[src/rtl/srec_pkg.sv]
`timescale 1ns / 1ps
`default_nettype none

package srec_pkg;

   localparam int RATIO_BITS     = 48;
   localparam int FRAC_BITS      = 32;
   localparam int INT_BITS       = RATIO_BITS - FRAC_BITS;
   localparam int DIV_CNT_W      = 6;
   localparam int QUEUE_DEPTH    = 4;
   localparam int QUEUE_PTR_W    = 2;
   localparam int QUEUE_CNT_W    = QUEUE_PTR_W + 1;

   localparam logic [RATIO_BITS-1:0] TOLERANCE_RESET = 48'd429497;

   typedef enum logic [1:0] {
      VERDICT_PASS   = 2'd0,
      VERDICT_FAIL   = 2'd1,
      VERDICT_NO_REF = 2'd2
   } verdict_type;

   typedef enum logic [2:0] {
      ST_ACCUM,
      ST_MAX_START,
      ST_MAX_WAIT,
      ST_AVG_START,
      ST_AVG_WAIT,
      ST_EMIT
   } back_state_type;

   typedef struct packed {
      logic busy;
      logic done;
   } div_status_type;

endpackage

`default_nettype wire

[src/rtl/srec_front.sv]
`timescale 1ns / 1ps
`default_nettype none

module srec_front #(
   parameter int SAMPLE_BITS = 24
) (
   input  wire logic                   clock,
   input  wire logic                   reset,
   input  wire logic                   in_valid,
   output logic                        in_ready,
   input  wire logic [SAMPLE_BITS-1:0] sample_ref,
   input  wire logic [SAMPLE_BITS-1:0] sample_test,
   input  wire logic                   last_pair,
   output logic                        push_valid,
   input  wire logic                   push_ready,
   output logic [SAMPLE_BITS:0]        push_diff,
   output logic [SAMPLE_BITS-1:0]      push_amp,
   output logic                        push_last
);

   logic                   valid_ff, valid_in;
   logic [SAMPLE_BITS:0]   diff_ff, diff_in;
   logic [SAMPLE_BITS-1:0] amp_ff, amp_in;
   logic                   last_ff;
   logic [SAMPLE_BITS:0]   delta;
   logic                   take;

   assign in_ready = !valid_ff || push_ready;
   assign take     = in_valid && in_ready;

   // classify: magnitude of the difference and of the reference
   always_comb begin
      delta   = {sample_ref[SAMPLE_BITS-1], sample_ref}
              - {sample_test[SAMPLE_BITS-1], sample_test};
      diff_in = delta[SAMPLE_BITS] ? (~delta + 1'b1) : delta;
      amp_in  = sample_ref[SAMPLE_BITS-1] ? (~sample_ref + 1'b1) : sample_ref;
   end

   always_comb begin
      valid_in = valid_ff;
      if (take) begin
         valid_in = 1'b1;
      end else if (push_ready) begin
         valid_in = 1'b0;
      end
   end

   always_ff @(posedge clock) begin
      if (reset) begin
         valid_ff <= 1'b0;
      end else begin
         valid_ff <= valid_in;
      end
   end

   always_ff @(posedge clock) begin
      if (take) begin
         diff_ff <= diff_in;
         amp_ff  <= amp_in;
         last_ff <= last_pair;
      end
   end

   assign push_valid = valid_ff;
   assign push_diff  = diff_ff;
   assign push_amp   = amp_ff;
   assign push_last  = last_ff;

endmodule

`default_nettype wire

[src/rtl/srec_fifo.sv]
`timescale 1ns / 1ps
`default_nettype none

module srec_fifo #(
   parameter int WIDTH = 50
) (
   input  wire logic             clock,
   input  wire logic             reset,
   input  wire logic             wr_valid,
   output logic                  wr_ready,
   input  wire logic [WIDTH-1:0] wr_data,
   output logic                  rd_valid,
   input  wire logic             rd_ready,
   output logic [WIDTH-1:0]      rd_data
);

   logic [WIDTH-1:0]                 entry_ff [srec_pkg::QUEUE_DEPTH];
   logic [srec_pkg::QUEUE_PTR_W-1:0] wr_ptr_ff, wr_ptr_in;
   logic [srec_pkg::QUEUE_PTR_W-1:0] rd_ptr_ff, rd_ptr_in;
   logic [srec_pkg::QUEUE_CNT_W-1:0] count_ff, count_in;
   logic                             do_wr, do_rd;

   assign wr_ready = (count_ff != srec_pkg::QUEUE_CNT_W'(srec_pkg::QUEUE_DEPTH));
   assign rd_valid = (count_ff != '0);
   assign do_wr    = wr_valid && wr_ready;
   assign do_rd    = rd_valid && rd_ready;
   assign rd_data  = entry_ff[rd_ptr_ff];

   always_comb begin
      wr_ptr_in = do_wr ? wr_ptr_ff + 1'b1 : wr_ptr_ff;
      rd_ptr_in = do_rd ? rd_ptr_ff + 1'b1 : rd_ptr_ff;
      count_in  = count_ff;
      if (do_wr && !do_rd) begin
         count_in = count_ff + 1'b1;
      end else if (do_rd && !do_wr) begin
         count_in = count_ff - 1'b1;
      end
   end

   always_ff @(posedge clock) begin
      if (reset) begin
         wr_ptr_ff <= '0;
         rd_ptr_ff <= '0;
         count_ff  <= '0;
      end else begin
         wr_ptr_ff <= wr_ptr_in;
         rd_ptr_ff <= rd_ptr_in;
         count_ff  <= count_in;
      end
   end

   always_ff @(posedge clock) begin
      if (do_wr) begin
         entry_ff[wr_ptr_ff] <= wr_data;
      end
   end

endmodule

`default_nettype wire

[src/rtl/srec_div.sv]
`timescale 1ns / 1ps
`default_nettype none

module srec_div #(
   parameter int NUM_W = 49,
   parameter int DEN_W = 48
) (
   input  wire logic                             clock,
   input  wire logic                             reset,
   input  wire logic                             start,
   input  wire logic [NUM_W-1:0]                 num,
   input  wire logic [DEN_W-1:0]                 den,
   output logic [srec_pkg::RATIO_BITS-1:0]       quotient,
   output srec_pkg::div_status_type              status
);

   localparam int CMP_W = DEN_W + srec_pkg::INT_BITS + NUM_W;

   logic                             busy_ff, busy_in;
   logic                             done_ff, done_in;
   logic [srec_pkg::DIV_CNT_W-1:0]   cnt_ff, cnt_in;
   logic [DEN_W-1:0]                 den_ff, den_in;
   logic [DEN_W-1:0]                 rem_ff, rem_in;
   logic [srec_pkg::RATIO_BITS-1:0]  quo_ff, quo_in;
   logic [DEN_W:0]                   trial;
   logic [DEN_W:0]                   trial_sub;
   logic                             trial_ge;
   logic                             saturate;

   // ratio of 2^16 or more cannot be represented
   assign saturate = CMP_W'(num) >= CMP_W'({den, {srec_pkg::INT_BITS{1'b0}}});

   always_comb begin
      trial     = {rem_ff, quo_ff[srec_pkg::RATIO_BITS-1]};
      trial_sub = trial - {1'b0, den_ff};
      trial_ge  = trial >= {1'b0, den_ff};
   end

   always_comb begin
      busy_in = busy_ff;
      done_in = 1'b0;
      cnt_in  = cnt_ff;
      den_in  = den_ff;
      rem_in  = rem_ff;
      quo_in  = quo_ff;
      if (start) begin
         den_in = den;
         if (saturate) begin
            quo_in  = '1;
            done_in = 1'b1;
            busy_in = 1'b0;
         end else begin
            // integer part below den; shift in the low 16 bits, then 32 zeros
            rem_in  = DEN_W'(num >> srec_pkg::INT_BITS);
            quo_in  = {srec_pkg::INT_BITS'(num), {srec_pkg::FRAC_BITS{1'b0}}};
            cnt_in  = srec_pkg::DIV_CNT_W'(srec_pkg::RATIO_BITS - 1);
            busy_in = 1'b1;
         end
      end else if (busy_ff) begin
         rem_in = trial_ge ? trial_sub[DEN_W-1:0] : trial[DEN_W-1:0];
         quo_in = {quo_ff[srec_pkg::RATIO_BITS-2:0], trial_ge};
         cnt_in = cnt_ff - 1'b1;
         if (cnt_ff == '0) begin
            busy_in = 1'b0;
            done_in = 1'b1;
         end
      end
   end

   always_ff @(posedge clock) begin
      if (reset) begin
         busy_ff <= 1'b0;
         done_ff <= 1'b0;
         cnt_ff  <= '0;
      end else begin
         busy_ff <= busy_in;
         done_ff <= done_in;
         cnt_ff  <= cnt_in;
      end
   end

   always_ff @(posedge clock) begin
      den_ff <= den_in;
      rem_ff <= rem_in;
      quo_ff <= quo_in;
   end

   assign quotient    = quo_ff;
   assign status.busy = busy_ff;
   assign status.done = done_ff;

endmodule

`default_nettype wire

[src/rtl/srec_back.sv]
`timescale 1ns / 1ps
`default_nettype none

module srec_back #(
   parameter int SAMPLE_BITS      = 24,
   parameter int MAX_LOG2_SAMPLES = 24
) (
   input  wire logic                            clock,
   input  wire logic                            reset,
   input  wire logic                            q_valid,
   output logic                                 q_ready,
   input  wire logic [SAMPLE_BITS:0]            q_diff,
   input  wire logic [SAMPLE_BITS-1:0]          q_amp,
   input  wire logic                            q_last,
   input  wire logic [srec_pkg::RATIO_BITS-1:0] tolerance,
   output logic                                 rsp_valid,
   input  wire logic                            rsp_ready,
   output logic [srec_pkg::RATIO_BITS-1:0]      rsp_error,
   output srec_pkg::verdict_type                rsp_verdict
);

   localparam int DIFF_W = SAMPLE_BITS + 1;
   localparam int AMP_W  = SAMPLE_BITS;
   localparam int DTOT_W = SAMPLE_BITS + 1 + MAX_LOG2_SAMPLES;
   localparam int ATOT_W = SAMPLE_BITS + MAX_LOG2_SAMPLES;

   srec_pkg::back_state_type         state_ff, state_in;
   logic [DIFF_W-1:0]                pkdiff_ff, pkdiff_in;
   logic [DTOT_W-1:0]                dtot_ff, dtot_in;
   logic [AMP_W-1:0]                 pkamp_ff, pkamp_in;
   logic [ATOT_W-1:0]                atot_ff, atot_in;
   logic [srec_pkg::RATIO_BITS-1:0]  rmax_ff;
   logic                             rsp_valid_ff, rsp_valid_in;
   logic [srec_pkg::RATIO_BITS-1:0]  rsp_error_ff;
   srec_pkg::verdict_type            rsp_verdict_ff;
   logic [DTOT_W:0]                  dtot_sum;
   logic [ATOT_W:0]                  atot_sum;
   logic                             pop, div_start, sel_peak, emit, ref_zero;
   logic [DTOT_W-1:0]                div_num;
   logic [ATOT_W-1:0]                div_den;
   logic [srec_pkg::RATIO_BITS-1:0]  div_q;
   srec_pkg::div_status_type         div_status;
   logic [srec_pkg::RATIO_BITS-1:0]  err_val;
   srec_pkg::verdict_type            verdict_val;
   logic                             out_free;

   assign ref_zero = (atot_ff == '0);
   assign out_free = !rsp_valid_ff || rsp_ready;

   // next state
   always_comb begin
      state_in = state_ff;
      case (state_ff)
         srec_pkg::ST_ACCUM: begin
            if (q_valid && q_last) begin
               state_in = srec_pkg::ST_MAX_START;
            end
         end
         srec_pkg::ST_MAX_START: begin
            state_in = ref_zero ? srec_pkg::ST_EMIT : srec_pkg::ST_MAX_WAIT;
         end
         srec_pkg::ST_MAX_WAIT: begin
            if (div_status.done) begin
               state_in = srec_pkg::ST_AVG_START;
            end
         end
         srec_pkg::ST_AVG_START: begin
            state_in = srec_pkg::ST_AVG_WAIT;
         end
         srec_pkg::ST_AVG_WAIT: begin
            if (div_status.done) begin
               state_in = srec_pkg::ST_EMIT;
            end
         end
         srec_pkg::ST_EMIT: begin
            if (out_free) begin
               state_in = srec_pkg::ST_ACCUM;
            end
         end
         default: state_in = srec_pkg::ST_ACCUM;
      endcase
   end

   // state outputs
   always_comb begin
      pop       = 1'b0;
      div_start = 1'b0;
      sel_peak  = 1'b0;
      emit      = 1'b0;
      case (state_ff)
         srec_pkg::ST_ACCUM:     pop = q_valid;
         srec_pkg::ST_MAX_START: begin
            div_start = !ref_zero;
            sel_peak  = 1'b1;
         end
         srec_pkg::ST_MAX_WAIT:  sel_peak = 1'b1;
         srec_pkg::ST_AVG_START: div_start = 1'b1;
         srec_pkg::ST_AVG_WAIT:  sel_peak = 1'b0;
         srec_pkg::ST_EMIT:      emit = out_free;
         default:                pop = 1'b0;
      endcase
   end

   assign q_ready = pop;

   // saturating accumulation
   always_comb begin
      dtot_sum  = {1'b0, dtot_ff} + (DTOT_W + 1)'(q_diff);
      atot_sum  = {1'b0, atot_ff} + (ATOT_W + 1)'(q_amp);
      pkdiff_in = pkdiff_ff;
      dtot_in   = dtot_ff;
      pkamp_in  = pkamp_ff;
      atot_in   = atot_ff;
      if (emit) begin
         pkdiff_in = '0;
         dtot_in   = '0;
         pkamp_in  = '0;
         atot_in   = '0;
      end else if (pop) begin
         pkdiff_in = (q_diff > pkdiff_ff) ? q_diff : pkdiff_ff;
         pkamp_in  = (q_amp > pkamp_ff) ? q_amp : pkamp_ff;
         dtot_in   = dtot_sum[DTOT_W] ? '1 : dtot_sum[DTOT_W-1:0];
         atot_in   = atot_sum[ATOT_W] ? '1 : atot_sum[ATOT_W-1:0];
      end
   end

   assign div_num = sel_peak ? DTOT_W'(pkdiff_ff) : dtot_ff;
   assign div_den = sel_peak ? ATOT_W'(pkamp_ff) : atot_ff;

   srec_div #(
      .NUM_W (DTOT_W),
      .DEN_W (ATOT_W)
   ) u_div (
      .clock    (clock),
      .reset    (reset),
      .start    (div_start),
      .num      (div_num),
      .den      (div_den),
      .quotient (div_q),
      .status   (div_status)
   );

   always_comb begin
      if (ref_zero) begin
         err_val     = '0;
         verdict_val = srec_pkg::VERDICT_NO_REF;
      end else begin
         err_val     = (rmax_ff > div_q) ? rmax_ff : div_q;
         verdict_val = (err_val > tolerance) ? srec_pkg::VERDICT_FAIL
                                             : srec_pkg::VERDICT_PASS;
      end
   end

   always_comb begin
      rsp_valid_in = rsp_valid_ff;
      if (emit) begin
         rsp_valid_in = 1'b1;
      end else if (rsp_ready) begin
         rsp_valid_in = 1'b0;
      end
   end

   always_ff @(posedge clock) begin
      if (reset) begin
         state_ff     <= srec_pkg::ST_ACCUM;
         pkdiff_ff    <= '0;
         dtot_ff      <= '0;
         pkamp_ff     <= '0;
         atot_ff      <= '0;
         rsp_valid_ff <= 1'b0;
      end else begin
         state_ff     <= state_in;
         pkdiff_ff    <= pkdiff_in;
         dtot_ff      <= dtot_in;
         pkamp_ff     <= pkamp_in;
         atot_ff      <= atot_in;
         rsp_valid_ff <= rsp_valid_in;
      end
   end

   always_ff @(posedge clock) begin
      if (state_ff == srec_pkg::ST_MAX_WAIT && div_status.done) begin
         rmax_ff <= div_q;
      end
      if (emit) begin
         rsp_error_ff   <= err_val;
         rsp_verdict_ff <= verdict_val;
      end
   end

   assign rsp_valid   = rsp_valid_ff;
   assign rsp_error   = rsp_error_ff;
   assign rsp_verdict = rsp_verdict_ff;

`ifndef SYNTHESIS
   a_clear_after_emit: assert property (@(posedge clock) disable iff (reset)
      emit |=> (atot_ff == '0 && dtot_ff == '0 && pkamp_ff == '0 && pkdiff_ff == '0))
      else $error("accumulators not cleared after result");

   a_no_ref_zero_err: assert property (@(posedge clock) disable iff (reset)
      (rsp_valid_ff && rsp_verdict_ff == srec_pkg::VERDICT_NO_REF) |-> rsp_error_ff == '0)
      else $error("all-zero reference with nonzero error");

   a_done_when_waiting: assert property (@(posedge clock) disable iff (reset)
      div_status.done |->
         (state_ff == srec_pkg::ST_MAX_WAIT || state_ff == srec_pkg::ST_AVG_WAIT))
      else $error("divider finished outside a wait state");

   a_total_covers_peak: assert property (@(posedge clock) disable iff (reset)
      ATOT_W'(pkamp_ff) <= atot_ff)
      else $error("amplitude total below peak amplitude");
`endif

endmodule

`default_nettype wire

[src/rtl/stream_relative_error_check_top.sv]
// A closing pair's result waits on two runs of the shared restoring divider, peak ratio
// then mean ratio, 48 steps each unless saturating; an all-zero reference skips both.
// Throughput: one pair per cycle until the queue fills; the back end stalls for one
// series' divisions and the front register plus a 4-entry queue absorb pairs meanwhile.
// Reset: synchronous, active high; clears accumulators, queue and handshakes and
// loads the tolerance register with 429497 (about 1e-4 in Q16.32).
`timescale 1ns / 1ps
`default_nettype none

module stream_relative_error_check_top #(
   parameter int SAMPLE_BITS      = 24,
   parameter int MAX_LOG2_SAMPLES = 24
) (
   input  wire logic                                     clock,
   input  wire logic                                     reset,
   input  wire logic                                     req_tvalid,
   output logic                                          req_tready,
   // sample_ref, sample_test
   input  wire logic [((2*SAMPLE_BITS+7)/8)*8-1:0]       req_tdata,
   // last_pair
   input  wire logic                                     req_tlast,
   output logic                                          rsp_tvalid,
   input  wire logic                                     rsp_tready,
   // relative_error
   output logic [srec_pkg::RATIO_BITS-1:0]               rsp_tdata,
   // verdict
   output logic [1:0]                                    rsp_tuser,
   input  wire logic                                     csr_wr_en,
   input  wire logic [srec_pkg::RATIO_BITS-1:0]          csr_wr_data
);

   localparam int ENTRY_W = 2 * SAMPLE_BITS + 2;

   logic [srec_pkg::RATIO_BITS-1:0] tolerance_ff;
   logic                            push_valid, push_ready, push_last;
   logic [SAMPLE_BITS:0]            push_diff;
   logic [SAMPLE_BITS-1:0]          push_amp;
   logic                            q_valid, q_ready;
   logic [ENTRY_W-1:0]              q_data;
   srec_pkg::verdict_type           verdict;

   always_ff @(posedge clock) begin
      if (reset) begin
         tolerance_ff <= srec_pkg::TOLERANCE_RESET;
      end else if (csr_wr_en) begin
         tolerance_ff <= csr_wr_data;
      end
   end

   srec_front #(
      .SAMPLE_BITS (SAMPLE_BITS)
   ) u_front (
      .clock       (clock),
      .reset       (reset),
      .in_valid    (req_tvalid),
      .in_ready    (req_tready),
      .sample_ref  (req_tdata[SAMPLE_BITS-1:0]),
      .sample_test (req_tdata[2*SAMPLE_BITS-1:SAMPLE_BITS]),
      .last_pair   (req_tlast),
      .push_valid  (push_valid),
      .push_ready  (push_ready),
      .push_diff   (push_diff),
      .push_amp    (push_amp),
      .push_last   (push_last)
   );

   srec_fifo #(
      .WIDTH (ENTRY_W)
   ) u_queue (
      .clock    (clock),
      .reset    (reset),
      .wr_valid (push_valid),
      .wr_ready (push_ready),
      .wr_data  ({push_last, push_amp, push_diff}),
      .rd_valid (q_valid),
      .rd_ready (q_ready),
      .rd_data  (q_data)
   );

   srec_back #(
      .SAMPLE_BITS      (SAMPLE_BITS),
      .MAX_LOG2_SAMPLES (MAX_LOG2_SAMPLES)
   ) u_back (
      .clock       (clock),
      .reset       (reset),
      .q_valid     (q_valid),
      .q_ready     (q_ready),
      .q_diff      (q_data[SAMPLE_BITS:0]),
      .q_amp       (q_data[2*SAMPLE_BITS:SAMPLE_BITS+1]),
      .q_last      (q_data[ENTRY_W-1]),
      .tolerance   (tolerance_ff),
      .rsp_valid   (rsp_tvalid),
      .rsp_ready   (rsp_tready),
      .rsp_error   (rsp_tdata),
      .rsp_verdict (verdict)
   );

   assign rsp_tuser = verdict;

endmodule

`default_nettype wire

[config.mk]
export PLATFORM = sky130hd
export DESIGN_NAME = stream_relative_error_check_top
export DESIGN_NICKNAME = d
export VERILOG_FILES = /design/src/rtl/srec_pkg.sv /design/src/rtl/srec_front.sv /design/src/rtl/srec_fifo.sv /design/src/rtl/srec_div.sv /design/src/rtl/srec_back.sv /design/src/rtl/stream_relative_error_check_top.sv
export SDC_FILE = /design/constraint.sdc
export NUM_CORES = 2
export LEC_CHECK = 0
export ABC_AREA = 1
export BUFFER_PORTS_ARGS = -buffer_cell sky130_fd_sc_hd__buf_2
export CORE_UTILIZATION = 51
export DETAILED_ROUTE_END_ITERATION = 10
export MAX_ROUTING_LAYER = met4
export PLACE_DENSITY = 0.68
export SETUP_SLACK_MARGIN = 0.2
export SYNTH_ARGS = -nofsm -noshare
export SYNTH_HDL_FRONTEND = slang
export SYNTH_SLANG_ARGS = --single-unit
[constraint.sdc]
create_clock -name clock -period 10.65 [get_ports clock]
set_clock_uncertainty 0.1 [all_clocks]
set_input_delay 3.195 -clock clock [delete_from_list [all_inputs] [get_ports clock]]
set_output_delay 3.195 -clock clock [all_outputs]
set_load 0.01 [all_outputs]
## Word level (Yosys, flattened, before mapping)

Memory sizes are Yosys's and may differ from the RTL's. A register that Yosys moved wholly into a read port is not among the register bits.
Cells that the tools add are included.

| storage, ports and cells | value |
|---|---|
| bits in registers | 506 |
| RAM bits | 200 |
| input port bits | 102 |
| word-level logic and storage cells | 130 |
| memories kept | 1 |

| operators by class | value |
|---|---|
| add/subtract/negate cells | 11 |
| $lt $le $gt $ge | 6 |
| equality and inequality tests | 11 |
| muxes and demuxes | 46 |
| bitwise logic cells | 2 |
| reductions and logical operators | 28 |

Memories:

| memory | words | bits a word | read ports | clocked after memory_dff | wr ports | RTL line | source |
|---|---|---|---|---|---|---|---|
| u_queue.entry_ff | 4 | 50 | 1 | 1 | 1 | srec_fifo.sv:17 | `logic [WIDTH-1:0] entry_ff [srec_pkg::QUEUE_DEPTH];` |

Operator list:

| cell | number |
|---|---|
| $mux W48 | 10 |
| $mux W49 | 2 |
| $gt A48 B48 Y1 | 2 |
| $ge A49 B64 Y1 | 1 |
| $add A49 B25 Y50 | 1 |
| $add A48 B24 Y49 | 1 |
| $ge A49 B48 Y1 | 1 |
| $logic_not A48 Y1 | 1 |
| $sub A48 B48 Y48 | 1 |
| $add A25 B1 Y25 const B | 1 |
| $gt A25 B25 Y1 | 1 |
| $not A25 Y25 | 1 |
| $sub A24 B24 Y25 | 1 |
| $add A24 B1 Y24 const B | 1 |
| $gt A24 B24 Y1 | 1 |
| $mux W24 | 1 |
| $not A24 Y24 | 1 |
| $mux W23 | 1 |
| $mux W3 | 7 |
| $mux W1 | 18 |
| $mux W6 | 3 |
| $pmux W3 S6 | 1 |
| $reduce_bool A2 Y1 | 4 |
| $logic_and A1 B1 Y1 | 7 |
| other kinds (20) | 35 |

## Longest topological paths before layout

| logic depth | value |
|---|---|
| word-level depth | 7 |
| depth in mapped cells | 26 |
| mapped depth without buffers | 25 |

## Hierarchy

Synthesis repeated with hierarchy kept, for this count alone.

| unflattened totals | value |
|---|---|
| cells, all modules | 5975 |
| area, all modules | 45164.6 sq um |

Modules (own cells, without submodules):

| module | times used | cells an instance | area an instance (sq um) | seq. area each (sq um) |
|---|---|---|---|---|
| srec_back | 1 | 2946 | 19358.6 | 5945.7 |
| srec_div | 1 | 1558 | 11375.9 | 4484.3 |
| srec_fifo | 1 | 551 | 8039.0 | 6185.9 |
| srec_front | 1 | 636 | 4488.1 | 1521.5 |
| stream_relative_error_check_top | 1 | 284 | 1903.1 | 960.9 |

## Least setup slack after synthesis

Ideal clock, no wire load.

| timing path | value |
|---|---|
| path kind | input to register |
| from | input port rsp_tready |
| to | register u_back.atot_ff[10] |
| arrival time | 9.309 ns |
| required time | 10.417 ns |
| path slack | 1.108 ns |
| cell stages on the path | 7 |
| path through | nor2_1 nor4_1 nor2_1 clkbuf_1 clkbuf_1 o21ai_0 a21oi_1 |

| between the ends | value |
|---|---|
| cells in the longest elaborated chain, start to end | 3 |

RTL lines:

| element | RTL line | source |
|---|---|---|
| start: declaration | stream_relative_error_check_top.sv:23 | `input wire logic rsp_tready,` |
| $logic_or A1 B1 Y1 | srec_back.sv:48 | `assign out_free = !rsp_valid_ff \|\| rsp_ready;` |
| $mux W1 | srec_back.sv:90 | `case (state_ff)` |
| net u_back.emit | srec_back.sv:38 | `logic pop, div_start, sel_peak, emit, ref_zero;` |
| $reduce_or A2 Y1 (no source line) | -- |  |
| end signal: assignment | srec_back.sv:176 | `atot_ff <= atot_in;` |
| end: declaration | srec_back.sv:31 | `logic [ATOT_W-1:0] atot_ff, atot_in;` |

The timed path passes the listed nets, and every way through them passes these cells.
A chain may end at the register's enable or synchronous reset.

## Worst setup path after layout

| timing path | value |
|---|---|
| from | input port req_tdata[0] |
| to | register u_front.diff_ff[20] (netlist: u_front.push_diff[20]), data pin |

| between the ends | value |
|---|---|
| cells in the longest elaborated chain, start to end | 4 |

RTL lines:

| element | RTL line | source |
|---|---|---|
| start: declaration | stream_relative_error_check_top.sv:19 | `input wire logic [((2*SAMPLE_BITS+7)/8)*8-1:0] req_tdata,` |
| $sub A24 B24 Y25 (*) | srec_front.sv:34 | `- {sample_test[SAMPLE_BITS-1], sample_test};` |
| $not A25 Y25 | srec_front.sv:35 | `diff_in = delta[SAMPLE_BITS] ? (~delta + 1'b1) : delta;` |
| $add A25 B1 Y25 | srec_front.sv:35 |  |
| $mux W24 (*) | srec_front.sv:35 |  |
| net u_front.diff_in[20] | srec_front.sv:22 | `logic [SAMPLE_BITS:0] diff_ff, diff_in;` |
| end signal: assignment | srec_front.sv:58 | `diff_ff <= diff_in;` |
| end: declaration | srec_front.sv:22 |  |

Mark *: on every way through the listed nets, which the timed path passes. The rest lies on a longest branch.

==> flow_metrics.py <==
metrics = {
    "yosys": {
        "ys_types": 58,
        "syn_area_per_cell_sq_um": 8.01,
        "syn_inst": 5324,
        "synth_edf_count": 492,
        "synth-main-ff-cell": "edfxtp_1",
        "synth_seq_cells": 708,
        "seq_area_frac_synth": 0.448,
        "synthesis.nets": 5739,
        "syn_area_sq_mm": 0.0427,
        "synth_warnings": 0,
        "ys_async_sr_fraction": 0,
    },
    "setup_path": {
        "endpoint_kind": "flop",
        "cp-start-kind": "input port",
        "r2r-start": "u_back.state_ff[1]",
        "worstSetupStartpoint": "req_tdata[0]",
        "r2r-end": "u_back.u_div.rem_ff[21]",
        "critPathMaxFanout": 7,
        "r2r_setup_slack_ps": 5150,
        "path_class": "in2reg",
        "arrival_ps": 5800,
        "rr_worst_depth": 19,
        "crit_end": "u_front.push_diff[20]",
        "cp_data_required_time_ps": 10930,
    },
    "finish": {
        "final_cells": 6561,
        "drive_above_1_share": 0.0676,
        "nets": 5841,
        "fillers": 7467,
        "layout_common_cells": "nand2_1, inv_1, nor2_1, edfxtp_1, o21ai_0",
        "syn_to_final_growth_pct": 10.6,
        "final_common_cell": "nand2_1",
    },
    "power_and_ir_drop": {
        "max-vdd-ir-drop_uv": 171,
        "static-leakage-power_uw": 0.0203,
        "power_density_mw_per_mm2": 314,
    },
    "clock_tree": {
        "post_cts_buffers": 0,
        "clock_latency_ps": 660,
        "clockBufferDepth": 3,
        "cts_root_buffer": "clkbuf_16",
        "cts_max_level": 3,
        "hold_buffers": 0,
        "cts_sinks": 708,
        "clk_pin_slew_ps": 60,
        "cts_tree": "done",
        "cts_resized": 0,
        "cts_buffers": 78,
    },
    "timing": {
        "hold_viol": 0,
        "setup_viol": 0,
        "relSlewSlack": 0.229,
        "fmax_ghz": 0.181,
        "min_period_ps": 5520,
        "tightest_slew_ps": 1150,
        "final-max-slew-violation-count": 0,
        "tns_ps": 0,
        "grt_setup_unrepaired": "false",
        "timing.final.crit_share": 0.519,
    },
    "grt": {
        "grt_pass1_vias": 33470,
        "grt_overflow": 0,
        "grt_pass1_wl_microns": 181000,
        "track_usage": 0.273,
        "grt_max_degree": 93,
        "antenna_found_initial": 2,
    },
    "place": {
        "portBuffers": 153,
        "dpl.hpwl_microns": 85400,
        "gp_congestion": 1.01,
        "dp_cells": 6416,
    },
    "status": {
        "status": "complete, no violations",
    },
    "routing": {
        "first_pass_iters": 5,
        "viasPerCell": 5.51,
        "wl_per_cell_microns": 17.5,
        "postRouteAntennaNets": 0,
        "drt_iter0_markers": 2883,
        "vias": 36178,
        "finalWirelength_microns": 115000,
        "drc_errors": 0,
    },
    "worst_hold_path": {
        "hp-class": "reg2reg",
    },
    "floorplanning": {
        "die_area_sq_mm": 0.0848,
        "ios": 154,
        "row_count": 105,
        "core_area_sq_mm": 0.0824,
        "initial_core_util": 0.518,
        "die_h_microns": 291,
        "dieWidth_microns": 291,
    },
    "job": {
        "cap_violations": 0,
    },
}
## critical path, cell delays in order
cell     delay, ps
buf_2          110
inv_1           70
ha_1           190
inv_1          170
fa_1           450
inv_1          100
ha_1           140
inv_1           40
nor2_1         150
nand3_1         90
nor2_1         130
nand2_1         90
nor2_1         230
nand4_1        170
nand2_1        230
nand3_1        100
nand2_1         70
nand2_1         60
## power breakdown
part           switching (uW)  total [uW]  internal, uW
sequential                308        4150          3840
clock                    1190        2870          1680
combinational            5330        7770          2440
total                    6820       14800          7970
## cell families (layout without fill, tap and decap cells)
group	Yosys count	after routing	share of synthesized area
other cells	0	1	0
buf+inv	906	1072	0.0814
fa+ha+maj	313	313	0.0927
flops	708	708	0.448
xor+xnor	130	130	0.0267
compound gates	1053	1053	0.132
simple gates	2214	2214	0.219
## how the worst min path moves through the flow
stage	startpoint	to	cells after the start
after global routing	u_back.u_div.quotient[12]	u_back.rmax_ff[12]	0
after floorplan	u_back.u_div.quotient[10]	u_back.rmax_ff[10]	0
after global placement	u_back.u_div.quotient[11]	u_back.rmax_ff[11]	0
after detailed placement	u_back.u_div.quotient[11]	u_back.rmax_ff[11]	0
final	u_back.u_div.quotient[11]	u_back.rmax_ff[11]	0
after CTS	u_back.u_div.quotient[11]	u_back.rmax_ff[11]	0
## cell usage after synthesis, types with 5 or more instances
cell | count | area, sq um
a21boi_0 | 6 | 45.0
a21o_1 | 14 | 105
a21oi_1 | 421 | 2110
a21oi_2 | 9 | 78.8
a22oi_1 | 7 | 52.6
a31oi_1 | 31 | 194
buf_1 | 14 | 52.6
buf_2 | 24 | 120
buf_6 | 5 | 56.3
clkbuf_1 | 119 | 447
dfxtp_1 | 216 | 4320
edfxtp_1 | 492 | 14800
fa_1 | 5 | 100
ha_1 | 308 | 3850
inv_1 | 732 | 2750
inv_2 | 10 | 37.5
nand2_1 | 1108 | 4160
nand3_1 | 257 | 1290
nand3b_1 | 61 | 458
nand4_1 | 89 | 557
nor2_1 | 584 | 2190
nor3_1 | 58 | 290
nor4_1 | 27 | 169
o211ai_1 | 11 | 82.6
o21a_1 | 14 | 105
o21ai_0 | 444 | 2220
o21ai_1 | 16 | 80.1
o21bai_1 | 17 | 128
o22ai_1 | 48 | 300
xnor2_1 | 57 | 499
xor2_1 | 73 | 639
## registers in the layout, indices dropped and copies added, names as in the netlist, 2 cells and up, named ones only
name and cells:
tolerance_ff 48, u_back.atot_ff 48, u_back.dtot_ff 49, u_back.pkamp_ff 24, u_back.pkdiff_ff 25, u_back.rmax_ff 48, u_back.rsp_error 48, u_back.rsp_verdict 2
u_back.state_ff 3, u_back.u_div.cnt_ff 6, u_back.u_div.den_ff 48, u_back.u_div.quotient 48, u_back.u_div.rem_ff 48, u_front.push_amp 24, u_front.push_diff 25, u_queue.count_ff 3
u_queue.entry_ff 200, u_queue.rd_ptr_ff 2, u_queue.wr_ptr_ff 2
## metal layers
| metal | GRT usage | vias to the layer above | share of wire |
|---|---|---|---|
| li1 | - | 18069 | - |
| met1 | 0.382 | 16878 | 0.47 |
| met2 | 0.423 | 1065 | 0.45 |
| met3 | 0.0315 | 166 | 0.056 |
| met4 | 0.0662 | 0 | 0.022 |
| met5 | - | - | 0 |
## metrics by stage
step | power [uW] | util | cell area (sq um) | setup WS, ps | hold WS [ps]
2_1_floorplan | 9770 | - | 42700 | 1110 | 326
3_3_place_gp | 11700 | 0.539 | 44400 | 4450 | 327
3_5_place_dp | 11800 | 0.539 | 44400 | 4470 | 332
4_1_cts | 14800 | 0.573 | 47200 | 5110 | 322
5_1_grt | 16000 | 0.573 | 47200 | 4720 | 349
6_report | 14800 | 0.573 | 47200 | 5130 | 323
## layout make-up
type	count	area, sq um	share of cell area
clock inverter	49	678	0.0144
timing repair buffer	185	1010	0.0213
inverter	743	2790	0.0591
tap	1070	1340	0.0284
clock buffer	95	2100	0.0445
multi-input combinational	3710	20200	0.427
antenna	1	2.50	0.0000530
sequential	708	19100	0.405
Power figures use the tool's default switching activity.
